File: src/rtl/core/bleadv_pkg.sv
// Shared types and constants of the advertising data field extractor.
package bleadv_pkg;

  localparam int unsigned MaxPayload = 62;
  localparam int unsigned QueueDepth = 4;
  localparam int unsigned QueuePtrW  = $clog2(QueueDepth);

  localparam logic [7:0] AdTypeNameShort = 8'h08;
  localparam logic [7:0] AdTypeNameFull  = 8'h09;
  localparam logic [7:0] AdTypeMfg       = 8'hFF;
  localparam logic [7:0] AdTypeUuid16Inc = 8'h02;
  localparam logic [7:0] AdTypeUuid16Cmp = 8'h03;
  localparam logic [7:0] AdTypeTxPower   = 8'h0A;
  localparam logic [7:0] AdTypeAppear    = 8'h19;

  typedef enum logic [1:0] {
    KIND_NAME    = 2'd0,
    KIND_MFG     = 2'd1,
    KIND_SUMMARY = 2'd2
  } kind_e;

  // What the back end has to do with one queued byte.
  typedef enum logic [2:0] {
    OP_NONE    = 3'd0,
    OP_NAME    = 3'd1,
    OP_MFG     = 3'd2,
    OP_UUID_LO = 3'd3,
    OP_UUID_HI = 3'd4,
    OP_TX      = 3'd5,
    OP_APP_LO  = 3'd6,
    OP_APP_HI  = 3'd7
  } op_e;

  typedef struct packed {
    op_e        op;
    logic [7:0] data;
    logic       rec_start;
    logic       rec_end;
    logic       last;
  } entry_t;

  typedef struct packed {
    logic        has_name;
    logic        has_mfg;
    logic        has_uuid;
    logic        has_tx;
    logic        has_app;
    logic [7:0]  first_byte;
    logic [15:0] uuid;
    logic [7:0]  tx;
    logic [15:0] app;
  } capture_t;

  typedef struct packed {
    kind_e       kind;
    logic [7:0]  data;
    logic        record_start;
    logic        has_name;
    logic        has_mfg;
    logic        has_uuid;
    logic [15:0] uuid;
    logic        has_tx;
    logic [7:0]  tx;
    logic        has_app;
    logic [15:0] app;
    logic        final_res;
  } result_t;

endpackage

File: src/rtl/core/bleadv_front.sv
// Front end: walks the length-type-value structures and classifies each byte.
module bleadv_front (
  input  logic                clk_i,
  input  logic                rst_ni,
  input  logic                accept_i,
  input  logic [7:0]          data_byte_i,
  input  logic [5:0]          packet_length_i,
  input  logic                last_byte_i,
  output logic                push_o,
  output bleadv_pkg::entry_t  entry_o
);
  import bleadv_pkg::*;

  typedef enum logic [2:0] {
    PH_LEN   = 3'b001,
    PH_TYPE  = 3'b010,
    PH_VALUE = 3'b100
  } phase_e;

  phase_e     phase_q, phase_d;
  logic [5:0] pos_q, pos_d;
  logic [5:0] left_q, left_d;
  logic [7:0] type_q, type_d;
  logic [1:0] vidx_q, vidx_d;
  logic       stopped_q, stopped_d;
  logic       name_found_q, name_found_d;
  logic       uuid_found_q, uuid_found_d;

  logic [5:0] len;
  logic       active;
  logic [8:0] end_pos;
  logic [5:0] left_dec;
  op_e        op;

  always_comb begin
    len = (packet_length_i > 6'(MaxPayload)) ? 6'(MaxPayload) : packet_length_i;
    active = !stopped_q && (pos_q < len);
    end_pos = 9'(pos_q) + 9'd1 + 9'(data_byte_i);
    left_dec = left_q - 6'd1;

    phase_d = phase_q;
    pos_d = (pos_q == 6'h3F) ? pos_q : pos_q + 6'd1;
    left_d = left_q;
    type_d = type_q;
    vidx_d = vidx_q;
    stopped_d = stopped_q;
    name_found_d = name_found_q;
    uuid_found_d = uuid_found_q;
    op = OP_NONE;

    if (active) begin
      unique case (phase_q)
        PH_LEN: begin
          if (9'(pos_q) + 9'd1 < 9'(len)) begin
            if (data_byte_i == 8'd0 || end_pos > 9'(len)) begin
              stopped_d = 1'b1;
            end else begin
              // The overrun check bounds the length below the packet length.
              left_d = data_byte_i[5:0];
              phase_d = PH_TYPE;
            end
          end
        end
        PH_TYPE: begin
          type_d = data_byte_i;
          left_d = left_dec;
          vidx_d = 2'd0;
          phase_d = (left_dec != 6'd0) ? PH_VALUE : PH_LEN;
        end
        PH_VALUE: begin
          if ((type_q == AdTypeNameShort || type_q == AdTypeNameFull) && !name_found_q) begin
            op = OP_NAME;
            if (left_q == 6'd1) name_found_d = 1'b1;
          end else if (type_q == AdTypeMfg) begin
            op = OP_MFG;
          end else if ((type_q == AdTypeUuid16Inc || type_q == AdTypeUuid16Cmp) &&
                       !uuid_found_q) begin
            if (vidx_q == 2'd0) begin
              op = OP_UUID_LO;
            end else if (vidx_q == 2'd1) begin
              op = OP_UUID_HI;
              uuid_found_d = 1'b1;
            end
          end else if (type_q == AdTypeTxPower) begin
            if (vidx_q == 2'd0) op = OP_TX;
          end else if (type_q == AdTypeAppear) begin
            if (vidx_q == 2'd0) op = OP_APP_LO;
            else if (vidx_q == 2'd1) op = OP_APP_HI;
          end
          // Only the first two value bytes matter, so the index saturates at two.
          vidx_d = (vidx_q == 2'd2) ? vidx_q : vidx_q + 2'd1;
          left_d = left_dec;
          if (left_dec == 6'd0) phase_d = PH_LEN;
        end
        default: phase_d = PH_LEN;
      endcase
    end

    if (last_byte_i) begin
      phase_d = PH_LEN;
      pos_d = '0;
      left_d = '0;
      type_d = '0;
      vidx_d = '0;
      stopped_d = 1'b0;
      name_found_d = 1'b0;
      uuid_found_d = 1'b0;
    end

    entry_o.op = op;
    entry_o.data = data_byte_i;
    entry_o.rec_start = (vidx_q == 2'd0);
    entry_o.rec_end = (left_q == 6'd1);
    entry_o.last = last_byte_i;
    push_o = accept_i && (op != OP_NONE || last_byte_i);
  end

  always_ff @(posedge clk_i or negedge rst_ni) begin
    if (!rst_ni) begin
      phase_q <= PH_LEN;
      pos_q <= '0;
      left_q <= '0;
      type_q <= '0;
      vidx_q <= '0;
      stopped_q <= 1'b0;
      name_found_q <= 1'b0;
      uuid_found_q <= 1'b0;
    end else if (accept_i) begin
      phase_q <= phase_d;
      pos_q <= pos_d;
      left_q <= left_d;
      type_q <= type_d;
      vidx_q <= vidx_d;
      stopped_q <= stopped_d;
      name_found_q <= name_found_d;
      uuid_found_q <= uuid_found_d;
    end
  end

endmodule

File: src/rtl/core/bleadv_fifo.sv
// Short queue of classified bytes between the front and back ends.
module bleadv_fifo (
  input  logic               clk_i,
  input  logic               rst_ni,
  input  logic               push_i,
  input  bleadv_pkg::entry_t push_data_i,
  input  logic               pop_i,
  output bleadv_pkg::entry_t head_o,
  output logic               empty_o,
  output logic               full_o
);
  import bleadv_pkg::*;

  entry_t               mem_q [QueueDepth];
  logic [QueuePtrW-1:0] wr_ptr_q, rd_ptr_q;
  logic [QueuePtrW:0]   count_q;

  assign empty_o = (count_q == '0);
  assign full_o = (count_q == (QueuePtrW+1)'(QueueDepth));
  assign head_o = mem_q[rd_ptr_q];

  always_ff @(posedge clk_i) begin
    if (push_i) mem_q[wr_ptr_q] <= push_data_i;
  end

  always_ff @(posedge clk_i or negedge rst_ni) begin
    if (!rst_ni) begin
      wr_ptr_q <= '0;
      rd_ptr_q <= '0;
      count_q <= '0;
    end else begin
      if (push_i) wr_ptr_q <= wr_ptr_q + 1'b1;
      if (pop_i) rd_ptr_q <= rd_ptr_q + 1'b1;
      if (push_i && !pop_i) count_q <= count_q + 1'b1;
      else if (pop_i && !push_i) count_q <= count_q - 1'b1;
    end
  end

endmodule

File: src/rtl/core/bleadv_back.sv
// Back end: applies captures and drives the registered result word.
module bleadv_back (
  input  logic                clk_i,
  input  logic                rst_ni,
  input  bleadv_pkg::entry_t  head_i,
  input  logic                head_valid_i,
  output logic                pop_o,
  output logic                out_valid_o,
  input  logic                out_stall_i,
  output bleadv_pkg::result_t out_o
);
  import bleadv_pkg::*;

  capture_t cap_q, cap_d;
  result_t  out_q, out_d, byte_res, sum_res;
  logic     out_valid_q, out_valid_d;
  logic     sub_q, sub_d;
  logic     need_byte, need_sum, load_ok;

  always_comb begin
    cap_d = cap_q;
    case (head_i.op)
      OP_NAME: if (head_i.rec_end) cap_d.has_name = 1'b1;
      OP_MFG: cap_d.has_mfg = 1'b1;
      OP_UUID_LO: cap_d.first_byte = head_i.data;
      OP_UUID_HI: begin
        cap_d.uuid = {head_i.data, cap_q.first_byte};
        cap_d.has_uuid = 1'b1;
      end
      OP_TX: begin
        cap_d.tx = head_i.data;
        cap_d.has_tx = 1'b1;
      end
      OP_APP_LO: cap_d.first_byte = head_i.data;
      OP_APP_HI: begin
        cap_d.app = {head_i.data, cap_q.first_byte};
        cap_d.has_app = 1'b1;
      end
      default: ;
    endcase

    byte_res = '0;
    byte_res.kind = (head_i.op == OP_NAME) ? KIND_NAME : KIND_MFG;
    byte_res.data = head_i.data;
    byte_res.record_start = head_i.rec_start;

    // The summary includes what this same word captured.
    sum_res = '0;
    sum_res.kind = KIND_SUMMARY;
    sum_res.has_name = cap_d.has_name;
    sum_res.has_mfg = cap_d.has_mfg;
    sum_res.has_uuid = cap_d.has_uuid;
    sum_res.uuid = cap_d.uuid;
    sum_res.has_tx = cap_d.has_tx;
    sum_res.tx = cap_d.tx;
    sum_res.has_app = cap_d.has_app;
    sum_res.app = cap_d.app;
    sum_res.final_res = 1'b1;

    need_byte = (head_i.op == OP_NAME) || (head_i.op == OP_MFG);
    need_sum = head_i.last;
    load_ok = !out_valid_q || !out_stall_i;

    pop_o = 1'b0;
    out_d = out_q;
    sub_d = sub_q;
    out_valid_d = out_valid_q && out_stall_i;
    if (head_valid_i) begin
      if (need_byte && !sub_q) begin
        if (load_ok) begin
          out_d = byte_res;
          out_valid_d = 1'b1;
          if (need_sum) sub_d = 1'b1;
          else pop_o = 1'b1;
        end
      end else if (need_sum) begin
        if (load_ok) begin
          out_d = sum_res;
          out_valid_d = 1'b1;
          sub_d = 1'b0;
          pop_o = 1'b1;
        end
      end else begin
        pop_o = 1'b1;
      end
    end
  end

  always_ff @(posedge clk_i or negedge rst_ni) begin
    if (!rst_ni) begin
      cap_q <= '0;
      out_valid_q <= 1'b0;
      sub_q <= 1'b0;
    end else begin
      out_valid_q <= out_valid_d;
      sub_q <= sub_d;
      if (pop_o) cap_q <= head_i.last ? '0 : cap_d;
    end
  end

  always_ff @(posedge clk_i) begin
    out_q <= out_d;
  end

  assign out_valid_o = out_valid_q;
  assign out_o = out_q;

endmodule

File: src/rtl/core/ble_adv_data_field_extractor.sv
// Top level: front end, word queue and back end of the advertising data parser.
// A result word is registered in the word queue and then in the back end's output register.
// Throughput: one byte per cycle while the queue is not full; a final packet byte that is
// itself a name or manufacturer value byte yields two words and holds the back end for both,
// absorbed by the four-word queue. Reset is asynchronous and clears all parse and capture state.
module ble_adv_data_field_extractor (
  input  logic              clk_i,
  input  logic              rst_ni,
  input  logic              in_valid_i,
  output logic              in_stall_o,
  input  logic [7:0]        data_byte_i,
  input  logic [5:0]        packet_length_i,
  input  logic              last_byte_i,
  output logic              out_valid_o,
  input  logic              out_stall_i,
  output logic [1:0]        kind_o,
  output logic [7:0]        out_byte_o,
  output logic              record_start_o,
  output logic              has_name_o,
  output logic              has_mfg_o,
  output logic              has_uuid_o,
  output logic [15:0]       service_uuid_o,
  output logic              has_tx_power_o,
  output logic signed [7:0] tx_power_o,
  output logic              has_appearance_o,
  output logic [15:0]       appearance_o,
  output logic              final_res_o
);
  import bleadv_pkg::*;

  entry_t  push_entry, head;
  logic    push, pop, empty, full, accept;
  result_t res;

  assign in_stall_o = full;
  assign accept = in_valid_i && !full;

  bleadv_front u_front (
    .clk_i           (clk_i),
    .rst_ni          (rst_ni),
    .accept_i        (accept),
    .data_byte_i     (data_byte_i),
    .packet_length_i (packet_length_i),
    .last_byte_i     (last_byte_i),
    .push_o          (push),
    .entry_o         (push_entry)
  );

  bleadv_fifo u_fifo (
    .clk_i       (clk_i),
    .rst_ni      (rst_ni),
    .push_i      (push),
    .push_data_i (push_entry),
    .pop_i       (pop),
    .head_o      (head),
    .empty_o     (empty),
    .full_o      (full)
  );

  bleadv_back u_back (
    .clk_i        (clk_i),
    .rst_ni       (rst_ni),
    .head_i       (head),
    .head_valid_i (!empty),
    .pop_o        (pop),
    .out_valid_o  (out_valid_o),
    .out_stall_i  (out_stall_i),
    .out_o        (res)
  );

  assign kind_o = res.kind;
  assign out_byte_o = res.data;
  assign record_start_o = res.record_start;
  assign has_name_o = res.has_name;
  assign has_mfg_o = res.has_mfg;
  assign has_uuid_o = res.has_uuid;
  assign service_uuid_o = res.uuid;
  assign has_tx_power_o = res.has_tx;
  assign tx_power_o = $signed(res.tx);
  assign has_appearance_o = res.has_app;
  assign appearance_o = res.app;
  assign final_res_o = res.final_res;

endmodule

File: config.mk
export PLATFORM = sky130hd
export DESIGN_NAME = ble_adv_data_field_extractor
export DESIGN_NICKNAME = d
export VERILOG_FILES = /design/src/rtl/core/bleadv_pkg.sv /design/src/rtl/core/bleadv_front.sv /design/src/rtl/core/bleadv_fifo.sv /design/src/rtl/core/bleadv_back.sv /design/src/rtl/core/ble_adv_data_field_extractor.sv
export SDC_FILE = /design/constraint.sdc
export NUM_CORES = 1
export LEC_CHECK = 0
export BUFFER_PORTS_ARGS = -buffer_cell sky130_fd_sc_hd__buf_4
export CAP_MARGIN = 30
export CORE_UTILIZATION = 30
export CTS_CLUSTER_DIAMETER = 30
export DETAILED_ROUTE_END_ITERATION = 16
export GPL_TIMING_DRIVEN = 0
export PLACE_DENSITY = 0.48
export SLEW_MARGIN = 20
export SYNTH_ARGS = -nofsm -noshare
export SYNTH_HDL_FRONTEND = slang
export SYNTH_HIERARCHICAL = 1
export SYNTH_SLANG_ARGS = --single-unit
File: constraint.sdc
create_clock -name clk_i -period 7.73 [get_ports clk_i]
set_input_delay 0.3865 -clock clk_i [delete_from_list [all_inputs] [get_ports clk_i]]
set_output_delay 0.3865 -clock clk_i [all_outputs]
set_load 0.01 [all_outputs]
==> results.toml <==
[global_routing]
grt_max_degree = 91
grt_pass1_vias = 6825
grt_use_met2_pct = 23.72
grt-ovfl-total = 0
antenna_found_initial = 0
grt_pass1_wl_um = 38080
track_usage_pct = 14.84
met3_usage_pct = 3.084
grt_busiest_layer = "met2"
met1_usage_pct = 19.46

[worst_hold_path]
hold_class = "input pin to flip-flop"

[outcome]
status = "finished, final reports clean"

[sta]
final.setup.tns_ns = 0
fin_crit_ns = 4.127
setup_viol = 0
timing.fmax_ghz = 0.2423
tightest_slew_ns = 0.8798
min_period_over_period_pct = 53.39
fin_ws_ns = 3.603
skew_ns = 0.01764
drv_slew = 0
relSlewSlack_pct = 41.13
rsz0062_at_grt = "no"
final-hold-violation-count = 0
timing.hold.ws_ns = 0.1522

[synthesis]
synth_edf_count = 112
synth.distinct_cells = 76
yosysTopAreaCell = "edfxtp_1"
synth_cells = 791
async_reset_ff_share_pct = 44.55
synth_common_cells = "nand2_1 (119), edfxtp_1 (112), dfrtp_1 (89), a21oi_1 (63), a22o_1 (54)"
ys_seq_elements = 202
postSynthAreaPerCell_um2 = 12.12
ys_warn_count = 6
yosysMostFrequentCell = "nand2_1"
synth_area_leaders = "edfxtp_1 (35%), dfrtp_1 (23%), a22o_1 (4.9%)"
syn_nets = 849
synth-seq-area-share_pct = 58.60
synth_ff_type = "edfxtp_1"
synthesis.area_um2 = 9585
synth_top_area_share_pct = 35.09

[floorplanning]
die_area_um2 = 32670
die_height_um = 180.8
die_x_um = 180.8
initial_core_util_pct = 30.46
ios = 78
core_region_area_um2 = 31470
rows = 65

[worst_setup_path]
cp-start-kind = "flip-flop"
cp_num_buf_inv = 0
end_kind = "flip-flop"
path_delay_family = "compound AO/OA/AOI/OAI gates"
cp_slowest_stage_delay_ns = 0.49
critPathMaxFanout = 8
crit_path_frequent_cell = "ha_1"
crit_slowest_cell = "dfrtp_1"
critPathArrivalTime_ns = 4.60
path_cells = "ha_1 -> xor2_1 -> ha_1 -> and3_1 -> nor2_1 -> xnor2_1 -> ha_1 -> a21oi_1 -> a21boi_0 -> o41a_1 -> nor4b_4 -> a31oi_4 -> a2111oi_4 -> a21o_1"
cp.required_ns = 8.20
path_class = "flip-flop to flip-flop"

[clocking]
tritoncts.num_buffers = 49
clk_pin_slew_worst_paths_ns = 0.05
cts-root-buf = "clkbuf_16"
postCtsSetupRepairBufs = 0
h-tree-depth = 2
cts.path.max_buffers = 3
cts.sinks = 202
clk_latency_ns = 0.54
cts_tree = "built"

[place]
portBuffers = 77
post-place-ws_ns = 3.629
dpl_cell_area_um2 = 10740
dp.cells = 1273
gp_congestion = 0.8172
place_hpwl_um = 16340

[power]
power_leakage_nw = 5.162
powerDensity_nw_per_um2 = 457.8
ir_worst_vdd_v = 0.0001873
power_mw = 5.730

[final_layout]
final_layout_size_suffix_gt1_share_pct = 22.82
final_cell_area_um2 = 12520
syn2layout_area_growth_pct = 30.57
fin_util_pct = 39.77
final_cells = 1366
nNetsFinal = 982
antenna_cells = 0
fill_cells = 3001

[drt]
drt_iter0_markers = 525
vias = 6722
wl_per_cell_um = 17.45
routed_wl_um = 23840
firstDrtPassIters = 7
drtAntennaViolNets = 0
routed_via_density = 4.921
drc_errors = 0

[flow_run]
drv_cap = 0
power by group:
group	internal [mW]	leakage, nW	total [mW]	switching [mW]
Combinational	0.750	2.09	1.86	1.12
Sequential	1.57	2.26	1.75	0.183
Clock	1.46	0.813	2.11	0.654
Total	3.78	5.16	5.73	1.95
worst paths after layout:
check                                      to              start  cells after the start  slack [ns]
max in group asynchronous  u_front/phase_q[0]             rst_ni                      3        6.80
min in group asynchronous    u_back/cap_q[21]             rst_ni                      2        0.25
max reg2reg                 u_front/left_q[1]   u_front/pos_q[0]                     14        3.60
min                         u_front/type_q[7]     data_byte_i[7]                      2        0.15
min reg2reg                 u_fifo/count_q[2]  u_fifo/count_q[2]                      1        0.49
max                         u_front/left_q[1]   u_front/pos_q[0]                     14        3.60
state kept, by name, summed over array words and instances, names as in the netlist:
signal / cells
u_front/uuid_found_q: 1
u_fifo/wr_ptr_q: 2
u_back/out_o: 56
u_front/name_found_q: 1
u_back/sub_q: 1
u_front/vidx_q: 2
u_front/type_q: 8
u_back/out_valid_o: 1
u_fifo/rd_ptr_q: 2
u_fifo/count_q: 3
u_front/left_q: 6
u_front/pos_q: 6
u_front/stopped_q: 1
u_front/phase_q: 3
u_back/cap_q: 53
u_fifo/mem_q: 56
final cells by class:
type / instances / area (um^2) / share of cell area [%]
multi-input cells: 522 / 3642 / 29.10
plain buffers: 42 / 244.0 / 1.949
clock inverters: 36 / 469.2 / 3.749
clock buffers: 55 / 1269 / 10.14
well taps: 402 / 503.0 / 4.019
flip-flops and latches: 202 / 5617 / 44.88
inverters: 25 / 93.84 / 0.7498
repair buffers: 82 / 678.2 / 5.418
per-layer routing:
metal	vias up	part of all wire, %	wire length, um
met1	3266	46	11070
met3	46	4.3	1026
met4	0	2.7	648
met5	-	0	0
met2	180	47	11090
li1	3230	-	-
placed cells by master (no fill, tap or decap), types with 4 or more instances in the layout:
master and n:
a21o_1 7, a21oi_1 62, a22o_1 54, and2_1 9, and3_1 14, buf_2 11
buf_4 87, bufinv_16 8, clkbuf_1 21, clkbuf_16 49, clkinv_2 4, clkinv_4 8
clkinvlp_4 11, dfrtp_1 89, edfxtp_1 112, ha_1 37, inv_1 22, mux4_1 6
mux4_2 8, nand2_1 119, nand2b_1 5, nand3_1 16, nor2_1 45, nor2b_1 8
nor3_1 15, nor3b_1 5, o21ai_0 23, o21ai_1 4, xnor2_1 8, xor2_1 11
what timing repair did:
action,4_1_cts,5_1_grt
gates resized for setup,0,0
hold buffers,1,0
endpoints found under the hold margin,61,0
cell families after synthesis:
| logic type | Yosys count | share of synthesized area [%] |
|---|---|---|
| compound gates | 193 | 14.41 |
| xor+xnor | 19 | 1.736 |
| fa+ha+maj | 40 | 5.365 |
| buf+inv | 67 | 3.524 |
| flops | 202 | 58.60 |
| mux | 17 | 3.877 |
| simple gates | 253 | 12.49 |
Note: power is estimated with default switching activity, not from simulation.
